===== src/rtl/cpds_pkg.sv =====
// shared types and constants for the cyclic prime digit source
`default_nettype none

package cpds_pkg;

    localparam int PRIME_W     = 10;
    localparam int UPPER_LIMIT = 999;
    localparam int DIV_W       = 6;
    localparam int REM_W       = 5;
    localparam int BIT_IDX_W   = $clog2(PRIME_W);
    localparam int QUEUE_DEPTH = 2;
    localparam int QUEUE_PTR_W = (QUEUE_DEPTH > 1) ? $clog2(QUEUE_DEPTH) : 1;
    localparam int QUEUE_CNT_W = $clog2(QUEUE_DEPTH + 1);

    localparam logic [1:0] OP_OPEN    = 2'd0;
    localparam logic [1:0] OP_RELEASE = 2'd1;
    localparam logic [1:0] OP_READ    = 2'd2;

    localparam logic [1:0] STATUS_OK   = 2'd0;
    localparam logic [1:0] STATUS_BUSY = 2'd1;
    localparam logic [1:0] STATUS_EOD  = 2'd2;

    localparam logic [1:0] COUNT_NONE   = 2'd0;
    localparam logic [1:0] COUNT_SERVED = 2'd3;

    localparam logic [6:0] ASCII_ZERO  = 7'h30;
    localparam logic [6:0] ASCII_SPACE = 7'h20;

    // what the back end has to do for one beat
    typedef enum logic [1:0] {
        KIND_ACK,
        KIND_BUSY,
        KIND_EOD,
        KIND_SERVE
    } kind_t;

    typedef enum logic [1:0] {
        ST_IDLE,
        ST_TEST,
        ST_DIV
    } back_state_t;

    typedef struct packed {
        logic [3:0] h;
        logic [3:0] t;
        logic [3:0] u;
    } bcd_t;

    // queue handshake between front and back
    typedef struct packed {
        logic  valid;
        kind_t kind;
    } q_head_t;

endpackage

`default_nettype wire


===== src/rtl/cpds_front.sv =====
// request classifier holding the session state
`default_nettype none

module cpds_front
    import cpds_pkg::*;
(
    input  wire logic        clk,
    input  wire logic        rst_n,
    input  wire logic        in_valid,
    output logic             in_ready,
    input  wire logic [1:0]  op,
    input  wire logic [15:0] length,
    input  wire logic        q_full,
    output logic             push,
    output kind_t            push_kind
);

    logic session_open_reg;
    logic session_open_next;
    logic session_served_reg;
    logic session_served_next;

    assign in_ready = !q_full;
    assign push     = in_valid && in_ready;

    always_comb
    begin
        session_open_next   = session_open_reg;
        session_served_next = session_served_reg;
        push_kind           = KIND_ACK;
        unique case (op)
            OP_OPEN:
            begin
                if (session_open_reg)
                begin
                    push_kind = KIND_BUSY;
                end
                else
                begin
                    session_open_next   = 1'b1;
                    session_served_next = 1'b0;
                end
            end
            OP_RELEASE:
            begin
                session_open_next = 1'b0;
            end
            OP_READ:
            begin
                if (session_served_reg || (length <= 16'd1))
                begin
                    push_kind = KIND_EOD;
                end
                else
                begin
                    push_kind           = KIND_SERVE;
                    session_served_next = 1'b1;
                end
            end
            default:
            begin
                push_kind = KIND_ACK;
            end
        endcase
    end

    always_ff @(posedge clk or negedge rst_n)
    begin
        if (!rst_n)
        begin
            session_open_reg   <= 1'b0;
            session_served_reg <= 1'b0;
        end
        else if (push)
        begin
            session_open_reg   <= session_open_next;
            session_served_reg <= session_served_next;
        end
    end

endmodule

`default_nettype wire


===== src/rtl/cpds_queue.sv =====
// short command queue between front and back
`default_nettype none

module cpds_queue
    import cpds_pkg::*;
(
    input  wire logic  clk,
    input  wire logic  rst_n,
    input  wire logic  push,
    input  wire kind_t push_kind,
    output logic       full,
    input  wire logic  pop,
    output q_head_t    head
);

    kind_t                  mem [QUEUE_DEPTH];
    logic [QUEUE_PTR_W-1:0] wr_ptr_reg;
    logic [QUEUE_PTR_W-1:0] rd_ptr_reg;
    logic [QUEUE_CNT_W-1:0] cnt_reg;
    logic                   do_pop;

    assign full       = (cnt_reg == QUEUE_CNT_W'(QUEUE_DEPTH));
    assign head.valid = (cnt_reg != '0);
    assign head.kind  = mem[rd_ptr_reg];
    assign do_pop     = pop && head.valid;

    function automatic logic [QUEUE_PTR_W-1:0] ptr_inc(input logic [QUEUE_PTR_W-1:0] p);
        if (p == QUEUE_PTR_W'(QUEUE_DEPTH - 1))
            return '0;
        else
            return p + 1'b1;
    endfunction

    always_ff @(posedge clk)
    begin
        if (push)
        begin
            mem[wr_ptr_reg] <= push_kind;
        end
    end

    always_ff @(posedge clk or negedge rst_n)
    begin
        if (!rst_n)
        begin
            wr_ptr_reg <= '0;
            rd_ptr_reg <= '0;
            cnt_reg    <= '0;
        end
        else
        begin
            if (push)
                wr_ptr_reg <= ptr_inc(wr_ptr_reg);
            if (do_pop)
                rd_ptr_reg <= ptr_inc(rd_ptr_reg);
            if (push && !do_pop)
                cnt_reg <= cnt_reg + 1'b1;
            else if (do_pop && !push)
                cnt_reg <= cnt_reg - 1'b1;
        end
    end

endmodule

`default_nettype wire


===== src/rtl/cpds_back.sv =====
// result builder and trial division search for the next prime
`default_nettype none

module cpds_back
    import cpds_pkg::*;
(
    input  wire logic        clk,
    input  wire logic        rst_n,
    input  wire q_head_t     head,
    output logic             pop,
    output logic             out_valid,
    input  wire logic        out_ready,
    output logic [1:0]       status,
    output logic [1:0]       count,
    output logic [6:0]       char_hundreds,
    output logic [6:0]       char_tens,
    output logic [6:0]       char_units,
    output logic [PRIME_W-1:0] prime_value
);

    back_state_t state_reg, state_next;

    logic [PRIME_W-1:0]   cur_reg, cur_next;
    bcd_t                 cur_bcd_reg, cur_bcd_next;
    logic [PRIME_W-1:0]   cand_reg, cand_next;
    bcd_t                 cand_bcd_reg, cand_bcd_next;
    logic [DIV_W-1:0]     div_reg, div_next;
    logic [REM_W-1:0]     rem_reg, rem_next;
    logic [BIT_IDX_W-1:0] bit_reg, bit_next;

    logic                 out_valid_reg, out_valid_next;
    logic [1:0]           status_reg, status_next;
    logic [1:0]           count_reg, count_next;
    logic [6:0]           ch_reg, ch_next;
    logic [6:0]           ct_reg, ct_next;
    logic [6:0]           cu_reg, cu_next;
    logic [PRIME_W-1:0]   pv_reg, pv_next;

    logic                 out_free;
    logic                 take;
    logic                 over_limit;
    logic                 root_passed;
    logic [2*DIV_W-1:0]   div_sq;
    logic [REM_W:0]       rem_shift;
    logic [REM_W-1:0]     rem_step;

    function automatic bcd_t bcd_add2(input bcd_t b);
        bcd_t r;
        r = b;
        if (b.u >= 4'd8)
        begin
            r.u = b.u - 4'd8;
            if (b.t == 4'd9)
            begin
                r.t = 4'd0;
                r.h = b.h + 4'd1;
            end
            else
            begin
                r.t = b.t + 4'd1;
            end
        end
        else
        begin
            r.u = b.u + 4'd2;
        end
        return r;
    endfunction

    assign out_free    = !out_valid_reg || out_ready;
    assign take        = (state_reg == ST_IDLE) && head.valid && out_free;
    assign pop         = take;
    assign over_limit  = ({1'b0, cand_reg} > (PRIME_W + 1)'(UPPER_LIMIT));
    assign div_sq      = div_reg * div_reg;
    assign root_passed = (div_sq > (2*DIV_W)'(cand_reg));
    // one restoring remainder step per cycle, msb first
    assign rem_shift   = {rem_reg, cand_reg[bit_reg]};
    assign rem_step    = (rem_shift >= (REM_W + 1)'(div_reg))
                         ? REM_W'(rem_shift - (REM_W + 1)'(div_reg))
                         : REM_W'(rem_shift);

    // next state
    always_comb
    begin
        state_next = state_reg;
        unique case (state_reg)
            ST_IDLE:
            begin
                if (take && (head.kind == KIND_SERVE) && (cur_reg >= PRIME_W'(3)))
                    state_next = ST_TEST;
            end
            ST_TEST:
            begin
                if (over_limit || root_passed)
                    state_next = ST_IDLE;
                else
                    state_next = ST_DIV;
            end
            ST_DIV:
            begin
                if (bit_reg == '0)
                    state_next = ST_TEST;
            end
            default:
            begin
                state_next = ST_IDLE;
            end
        endcase
    end

    // datapath and result register
    always_comb
    begin
        cur_next       = cur_reg;
        cur_bcd_next   = cur_bcd_reg;
        cand_next      = cand_reg;
        cand_bcd_next  = cand_bcd_reg;
        div_next       = div_reg;
        rem_next       = rem_reg;
        bit_next       = bit_reg;
        out_valid_next = out_valid_reg && !out_ready;
        status_next    = status_reg;
        count_next     = count_reg;
        ch_next        = ch_reg;
        ct_next        = ct_reg;
        cu_next        = cu_reg;
        pv_next        = pv_reg;
        unique case (state_reg)
            ST_IDLE:
            begin
                if (take)
                begin
                    out_valid_next = 1'b1;
                    status_next    = STATUS_OK;
                    count_next     = COUNT_NONE;
                    ch_next        = '0;
                    ct_next        = '0;
                    cu_next        = '0;
                    pv_next        = '0;
                    unique case (head.kind)
                        KIND_BUSY:
                        begin
                            status_next = STATUS_BUSY;
                        end
                        KIND_EOD:
                        begin
                            status_next = STATUS_EOD;
                        end
                        KIND_SERVE:
                        begin
                            count_next = COUNT_SERVED;
                            ch_next    = (cur_bcd_reg.h == 4'd0) ? ASCII_SPACE
                                         : (ASCII_ZERO + {3'b000, cur_bcd_reg.h});
                            ct_next    = ((cur_bcd_reg.h == 4'd0) && (cur_bcd_reg.t == 4'd0))
                                         ? ASCII_SPACE
                                         : (ASCII_ZERO + {3'b000, cur_bcd_reg.t});
                            cu_next    = ASCII_ZERO + {3'b000, cur_bcd_reg.u};
                            pv_next    = cur_reg;
                            if (cur_reg < PRIME_W'(3))
                            begin
                                cur_next     = PRIME_W'(3);
                                cur_bcd_next = '{h: 4'd0, t: 4'd0, u: 4'd3};
                            end
                            else
                            begin
                                cand_next     = cur_reg + PRIME_W'(2);
                                cand_bcd_next = bcd_add2(cur_bcd_reg);
                                div_next      = DIV_W'(3);
                            end
                        end
                        default:
                        begin
                            status_next = STATUS_OK;
                        end
                    endcase
                end
            end
            ST_TEST:
            begin
                if (over_limit)
                begin
                    cur_next     = PRIME_W'(2);
                    cur_bcd_next = '{h: 4'd0, t: 4'd0, u: 4'd2};
                end
                else if (root_passed)
                begin
                    cur_next     = cand_reg;
                    cur_bcd_next = cand_bcd_reg;
                end
                else
                begin
                    rem_next = '0;
                    bit_next = BIT_IDX_W'(PRIME_W - 1);
                end
            end
            ST_DIV:
            begin
                rem_next = rem_step;
                bit_next = bit_reg - 1'b1;
                if (bit_reg == '0)
                begin
                    if (rem_step == '0)
                    begin
                        // divisor found, move on to the next odd candidate
                        cand_next     = cand_reg + PRIME_W'(2);
                        cand_bcd_next = bcd_add2(cand_bcd_reg);
                        div_next      = DIV_W'(3);
                    end
                    else
                    begin
                        div_next = div_reg + DIV_W'(2);
                    end
                end
            end
            default:
            begin
                rem_next = '0;
            end
        endcase
    end

    always_ff @(posedge clk or negedge rst_n)
    begin
        if (!rst_n)
        begin
            state_reg     <= ST_IDLE;
            out_valid_reg <= 1'b0;
            cur_reg       <= PRIME_W'(2);
            cur_bcd_reg   <= '{h: 4'd0, t: 4'd0, u: 4'd2};
        end
        else
        begin
            state_reg     <= state_next;
            out_valid_reg <= out_valid_next;
            cur_reg       <= cur_next;
            cur_bcd_reg   <= cur_bcd_next;
        end
    end

    always_ff @(posedge clk)
    begin
        cand_reg     <= cand_next;
        cand_bcd_reg <= cand_bcd_next;
        div_reg      <= div_next;
        rem_reg      <= rem_next;
        bit_reg      <= bit_next;
        status_reg   <= status_next;
        count_reg    <= count_next;
        ch_reg       <= ch_next;
        ct_reg       <= ct_next;
        cu_reg       <= cu_next;
        pv_reg       <= pv_next;
    end

    assign out_valid     = out_valid_reg;
    assign status        = status_reg;
    assign count         = count_reg;
    assign char_hundreds = ch_reg;
    assign char_tens     = ct_reg;
    assign char_units    = cu_reg;
    assign prime_value   = pv_reg;

`ifndef SYNTHESIS
    a_div_odd: assert property (@(posedge clk) disable iff (!rst_n)
        (state_reg == ST_DIV) |-> (div_reg[0] && (div_reg >= DIV_W'(3))))
        else $error("trial divisor not odd or below three");

    a_rem_bound: assert property (@(posedge clk) disable iff (!rst_n)
        (state_reg == ST_DIV) |-> ({1'b0, rem_reg} < div_reg))
        else $error("partial remainder not below divisor");

    a_bcd_match: assert property (@(posedge clk) disable iff (!rst_n)
        (state_reg == ST_IDLE) |->
        (cur_reg == PRIME_W'(cur_bcd_reg.h * 100 + cur_bcd_reg.t * 10 + cur_bcd_reg.u)))
        else $error("decimal copy of current prime out of step");

    a_hold_search: assert property (@(posedge clk) disable iff (!rst_n)
        (state_reg != ST_IDLE) |-> !pop)
        else $error("queue popped during prime search");
`endif

endmodule

`default_nettype wire


===== src/rtl/cyclic_prime_digit_source.sv =====
// Cyclic prime digit source: hands out the primes up to 999 in order as three right-aligned
// ASCII characters, one per served read, with open/release session handling. Every beat has
// its result valid in the cycle after it is taken when the back end is idle and its output
// register is free, and the front keeps taking beats into a two-entry queue meanwhile. A served
// read returns its characters just as quickly, but then the back end searches for the next
// prime by serial trial division: per odd candidate a divisor test step, then a bit-serial
// remainder per odd divisor up to the square root (no search after 2, where 3 follows
// directly), and later beats wait in the queue until the search ends.
`default_nettype none

module cyclic_prime_digit_source
    import cpds_pkg::*;
(
    input  wire logic               clk,
    input  wire logic               rst_n,
    input  wire logic               in_valid,
    output logic                    in_ready,
    input  wire logic [1:0]         op,
    input  wire logic [15:0]        length,
    output logic                    out_valid,
    input  wire logic               out_ready,
    output logic [1:0]              status,
    output logic [1:0]              count,
    output logic [6:0]              char_hundreds,
    output logic [6:0]              char_tens,
    output logic [6:0]              char_units,
    output logic [PRIME_W-1:0]      prime_value
);

    logic    q_full;
    logic    push;
    kind_t   push_kind;
    logic    pop;
    q_head_t head;

    cpds_front u_front (
        .clk       (clk),
        .rst_n     (rst_n),
        .in_valid  (in_valid),
        .in_ready  (in_ready),
        .op        (op),
        .length    (length),
        .q_full    (q_full),
        .push      (push),
        .push_kind (push_kind)
    );

    cpds_queue u_queue (
        .clk       (clk),
        .rst_n     (rst_n),
        .push      (push),
        .push_kind (push_kind),
        .full      (q_full),
        .pop       (pop),
        .head      (head)
    );

    cpds_back u_back (
        .clk           (clk),
        .rst_n         (rst_n),
        .head          (head),
        .pop           (pop),
        .out_valid     (out_valid),
        .out_ready     (out_ready),
        .status        (status),
        .count         (count),
        .char_hundreds (char_hundreds),
        .char_tens     (char_tens),
        .char_units    (char_units),
        .prime_value   (prime_value)
    );

endmodule

`default_nettype wire


===== config.mk =====
export PLATFORM = sky130hd
export DESIGN_NAME = cyclic_prime_digit_source
export DESIGN_NICKNAME = d
export VERILOG_FILES = /design/src/rtl/cpds_pkg.sv /design/src/rtl/cpds_front.sv /design/src/rtl/cpds_queue.sv /design/src/rtl/cpds_back.sv /design/src/rtl/cyclic_prime_digit_source.sv
export SDC_FILE = /design/constraint.sdc
export NUM_CORES = 1
export LEC_CHECK = 0
export BUFFER_PORTS_ARGS = -buffer_cell sky130_fd_sc_hd__buf_4
export CAP_MARGIN = 20
export CORE_UTILIZATION = 39
export DETAILED_ROUTE_END_ITERATION = 16
export PLACE_DENSITY = 0.58
export SETUP_SLACK_MARGIN = 0.1
export SLEW_MARGIN = 20
export SYNTH_ARGS = -nofsm -noshare
export SYNTH_HDL_FRONTEND = slang
export SYNTH_SLANG_ARGS = --single-unit

===== constraint.sdc =====
create_clock -name clk -period 11.87 [get_ports clk]
set_input_delay 1.187 -clock clk [delete_from_list [all_inputs] [get_ports clk]]
set_output_delay 1.187 -clock clk [all_outputs]
set_load 0.05 [all_outputs]

==> results_dict.tcl <==
set metrics [dict create \
    cts_resized 0 \
    netlist-cell-type-count 67 \
    worst_pin_slew_ns 0.978 \
    fp.dieArea_mm2 0.0163 \
    path_class "reg -> reg" \
    async_flop_share 0.310 \
    arrival_ns 6.13 \
    synthesis.instances 574 \
    hold_viol 0 \
    synthXorXnorAreaFrac 0.0496 \
    drt_pre_antenna_iters 4 \
    synth.most_common_cell "edfxtp_1" \
    antenna_found_initial 0 \
    drive_above_1_share 0.155 \
    io_buffer_count 54 \
    skew_ns 0.00625 \
    core_area_mm2 0.0153 \
    post-route-period-util 0.492 \
    rsz0062_at_grt "no" \
    maxCapViolCount 0 \
    r2r_setup_slack_ns 6.03 \
    synth_common_cells "69 x edfxtp_1, 58 x inv_1, 47 x nor2_1, 43 x ha_1, 31 x nand2_1" \
    netlist_area_mm2 0.00617 \
    synth_compound_area_frac 0.150 \
    ys_seq_elements 100 \
    finalHoldWorstSlack_ns 0.498 \
    htree_levels 3 \
    synth_top_area_frac 0.336 \
    start_util 0.403 \
    post-route-min-period_ns 5.84 \
    numCtsBuffers 9 \
    synth_area_per_cell_um2 10.8 \
    relSlewSlack 0.348 \
    gp_congestion 0.808 \
    grt_start_max_net_pins 32 \
    gr-total-overflow 0 \
    clk_pin_slew_ns 0.07 \
    grt_pass1_vias 4419 \
    num_rows 45 \
    synth_top_family_by_area "compound AO/OA/AOI/OAI gates" \
    cts_root_buf "clkbuf_16" \
    clk_path_buf_depth 2 \
    dp_slack_ns 6.09 \
    crit_path_start_kind "flop" \
    die_x_um 128 \
    crit_fanout 20 \
    num-fill-cells 1431 \
    grt.total_usage 0.167 \
    setup_viol 0 \
    die_height_um 128 \
    setup_tns_ns 0 \
    synth_warnings 0 \
    synth_top_cell_by_area "edfxtp_1" \
    clock_sinks 100 \
    outcome "completed" \
    required_ns 12.16 \
    synth_fa_ha_area_frac 0.113 \
    diodes 0 \
    syn2layout_area_growth_pct 13.8 \
    endpoint_kind "flop" \
    cts_hold_buf 0 \
    pin_count 59 \
    dpl.hpwl_um 9610 \
    fmax_ghz 0.171 \
    slew_viol_final 0 \
    finalWorstSetupSlack_ns 6.03 \
    ys_seq_area_frac 0.462 \
    nets 689 \
    hp-class "reg -> reg" \
    muxShareOfSynthArea 0.0265 \
    via_count 4347 \
    synth_edf_count 69 \
    drt-total-wl_um 12900 \
    routed_via_density 5.22 \
    grt_pass1_wl_um 21600 \
    synthFlopType "edfxtp_1" \
    drc 0 \
    wl_per_cell_um 15.5 \
    synth-simple-area-share 0.137 \
    ant_nets 0 \
    drtIter0Drc 202 \
    insertion_delay_ns 0.35 \
    ys_top_cells_by_area "edfxtp_1 34%, dfrtp_1 12%, ha_1 8.7%, inv_1 3.5%, a22o_1 3.3%" \
    postCtsSetupBuffers 0 \
    cts_tree "yes" \
]
-- kinds of logic after synthesis --
kind of cell / Yosys count
other cells: 1
fa+ha+maj: 51
xor+xnor: 35
compound gates: 124
simple gates: 162
flops: 100
buf+inv: 86
mux: 15
-- worst max-delay path: stages, from the launching register on --
cell       delay, ns
edfxtp_1        0.54
inv_1           0.18
nor2_1          0.18
inv_1           0.08
fa_1            0.56
xor2_1          0.18
xnor2_1         0.11
fa_1            0.56
inv_1           0.05
ha_1            0.33
o21ai_0         0.33
nor2_1          0.13
o21a_1          0.19
nor2_1          0.11
xnor2_1         0.14
ha_1            0.28
a211oi_1        0.20
o21ai_0         0.12
nor2_1          0.15
o2111ai_2       0.26
o21ai_2         0.84
a22o_1          0.25
-- path summary, 6_finish.rpt --
check	from	endpoint	cells past startpoint
worst max-delay path	u_back.div_reg[4]$_SDFFCE_PN0P_	u_back.cur_reg[6]$_DFFE_PN0P_	21
worst min-delay path	u_queue.cnt_reg[1]$_DFFE_PN0P_	u_queue.cnt_reg[1]$_DFFE_PN0P_	1
worst max register to register	u_back.div_reg[4]$_SDFFCE_PN0P_	u_back.cur_reg[6]$_DFFE_PN0P_	21
worst min register to register	u_queue.cnt_reg[1]$_DFFE_PN0P_	u_queue.cnt_reg[1]$_DFFE_PN0P_	1
max in group asynchronous	rst_n	u_back.cur_bcd_reg[1]$_DFFE_PN1P_	1
min in group asynchronous	rst_n	u_queue.rd_ptr_reg$_DFFE_PN0P_	1
-- through the flow --
stage,std cells,cell area [um^2],util
6_report,832,7020,0.459
5_1_grt,832,7020,0.459
4_1_cts,832,7020,0.458
3_5_place_dp,816,6710,0.438
3_3_place_gp,816,6710,0.438
2_1_floorplan,576,6180,-
-- placed cells by master (no fill, tap or decap), types with 11 or more instances in the layout --
cell,n
dfrtp_1,29
edfxtp_1,69
xor2_1,14
ha_1,43
xnor2_1,21
inv_1,58
o21ai_0,19
nor2b_1,11
nand2_1,31
a22o_1,23
and2_1,20
a21oi_1,22
buf_4,57
mux2i_1,13
nor2_1,47
-- final cells by class --
cell class	instances	area (um^2)	share of cell area
Clock inverter	7	82.6	0.0118
Inverter	58	218	0.0310
Tap cell	211	264	0.0376
Timing Repair Buffer	57	428	0.0609
Clock buffer	9	225	0.0321
Sequential cell	100	2850	0.406
Multi-Input combinational cell	390	2960	0.421
-- layer usage --
layer / global-route usage / vias up / share of wire
met1: 0.210 / 2138 / 0.46
met4: 0.0367 / 0 / 0.0060
met3: 0.0392 / 8 / 0.029
met5: 0 / - / 0
met2: 0.289 / 60 / 0.50
li1: - / 2141 / -
Power is left out: the tool's default activity adds up to more than one toggle a clock period on the data nets, which glitch-free logic cannot reach.
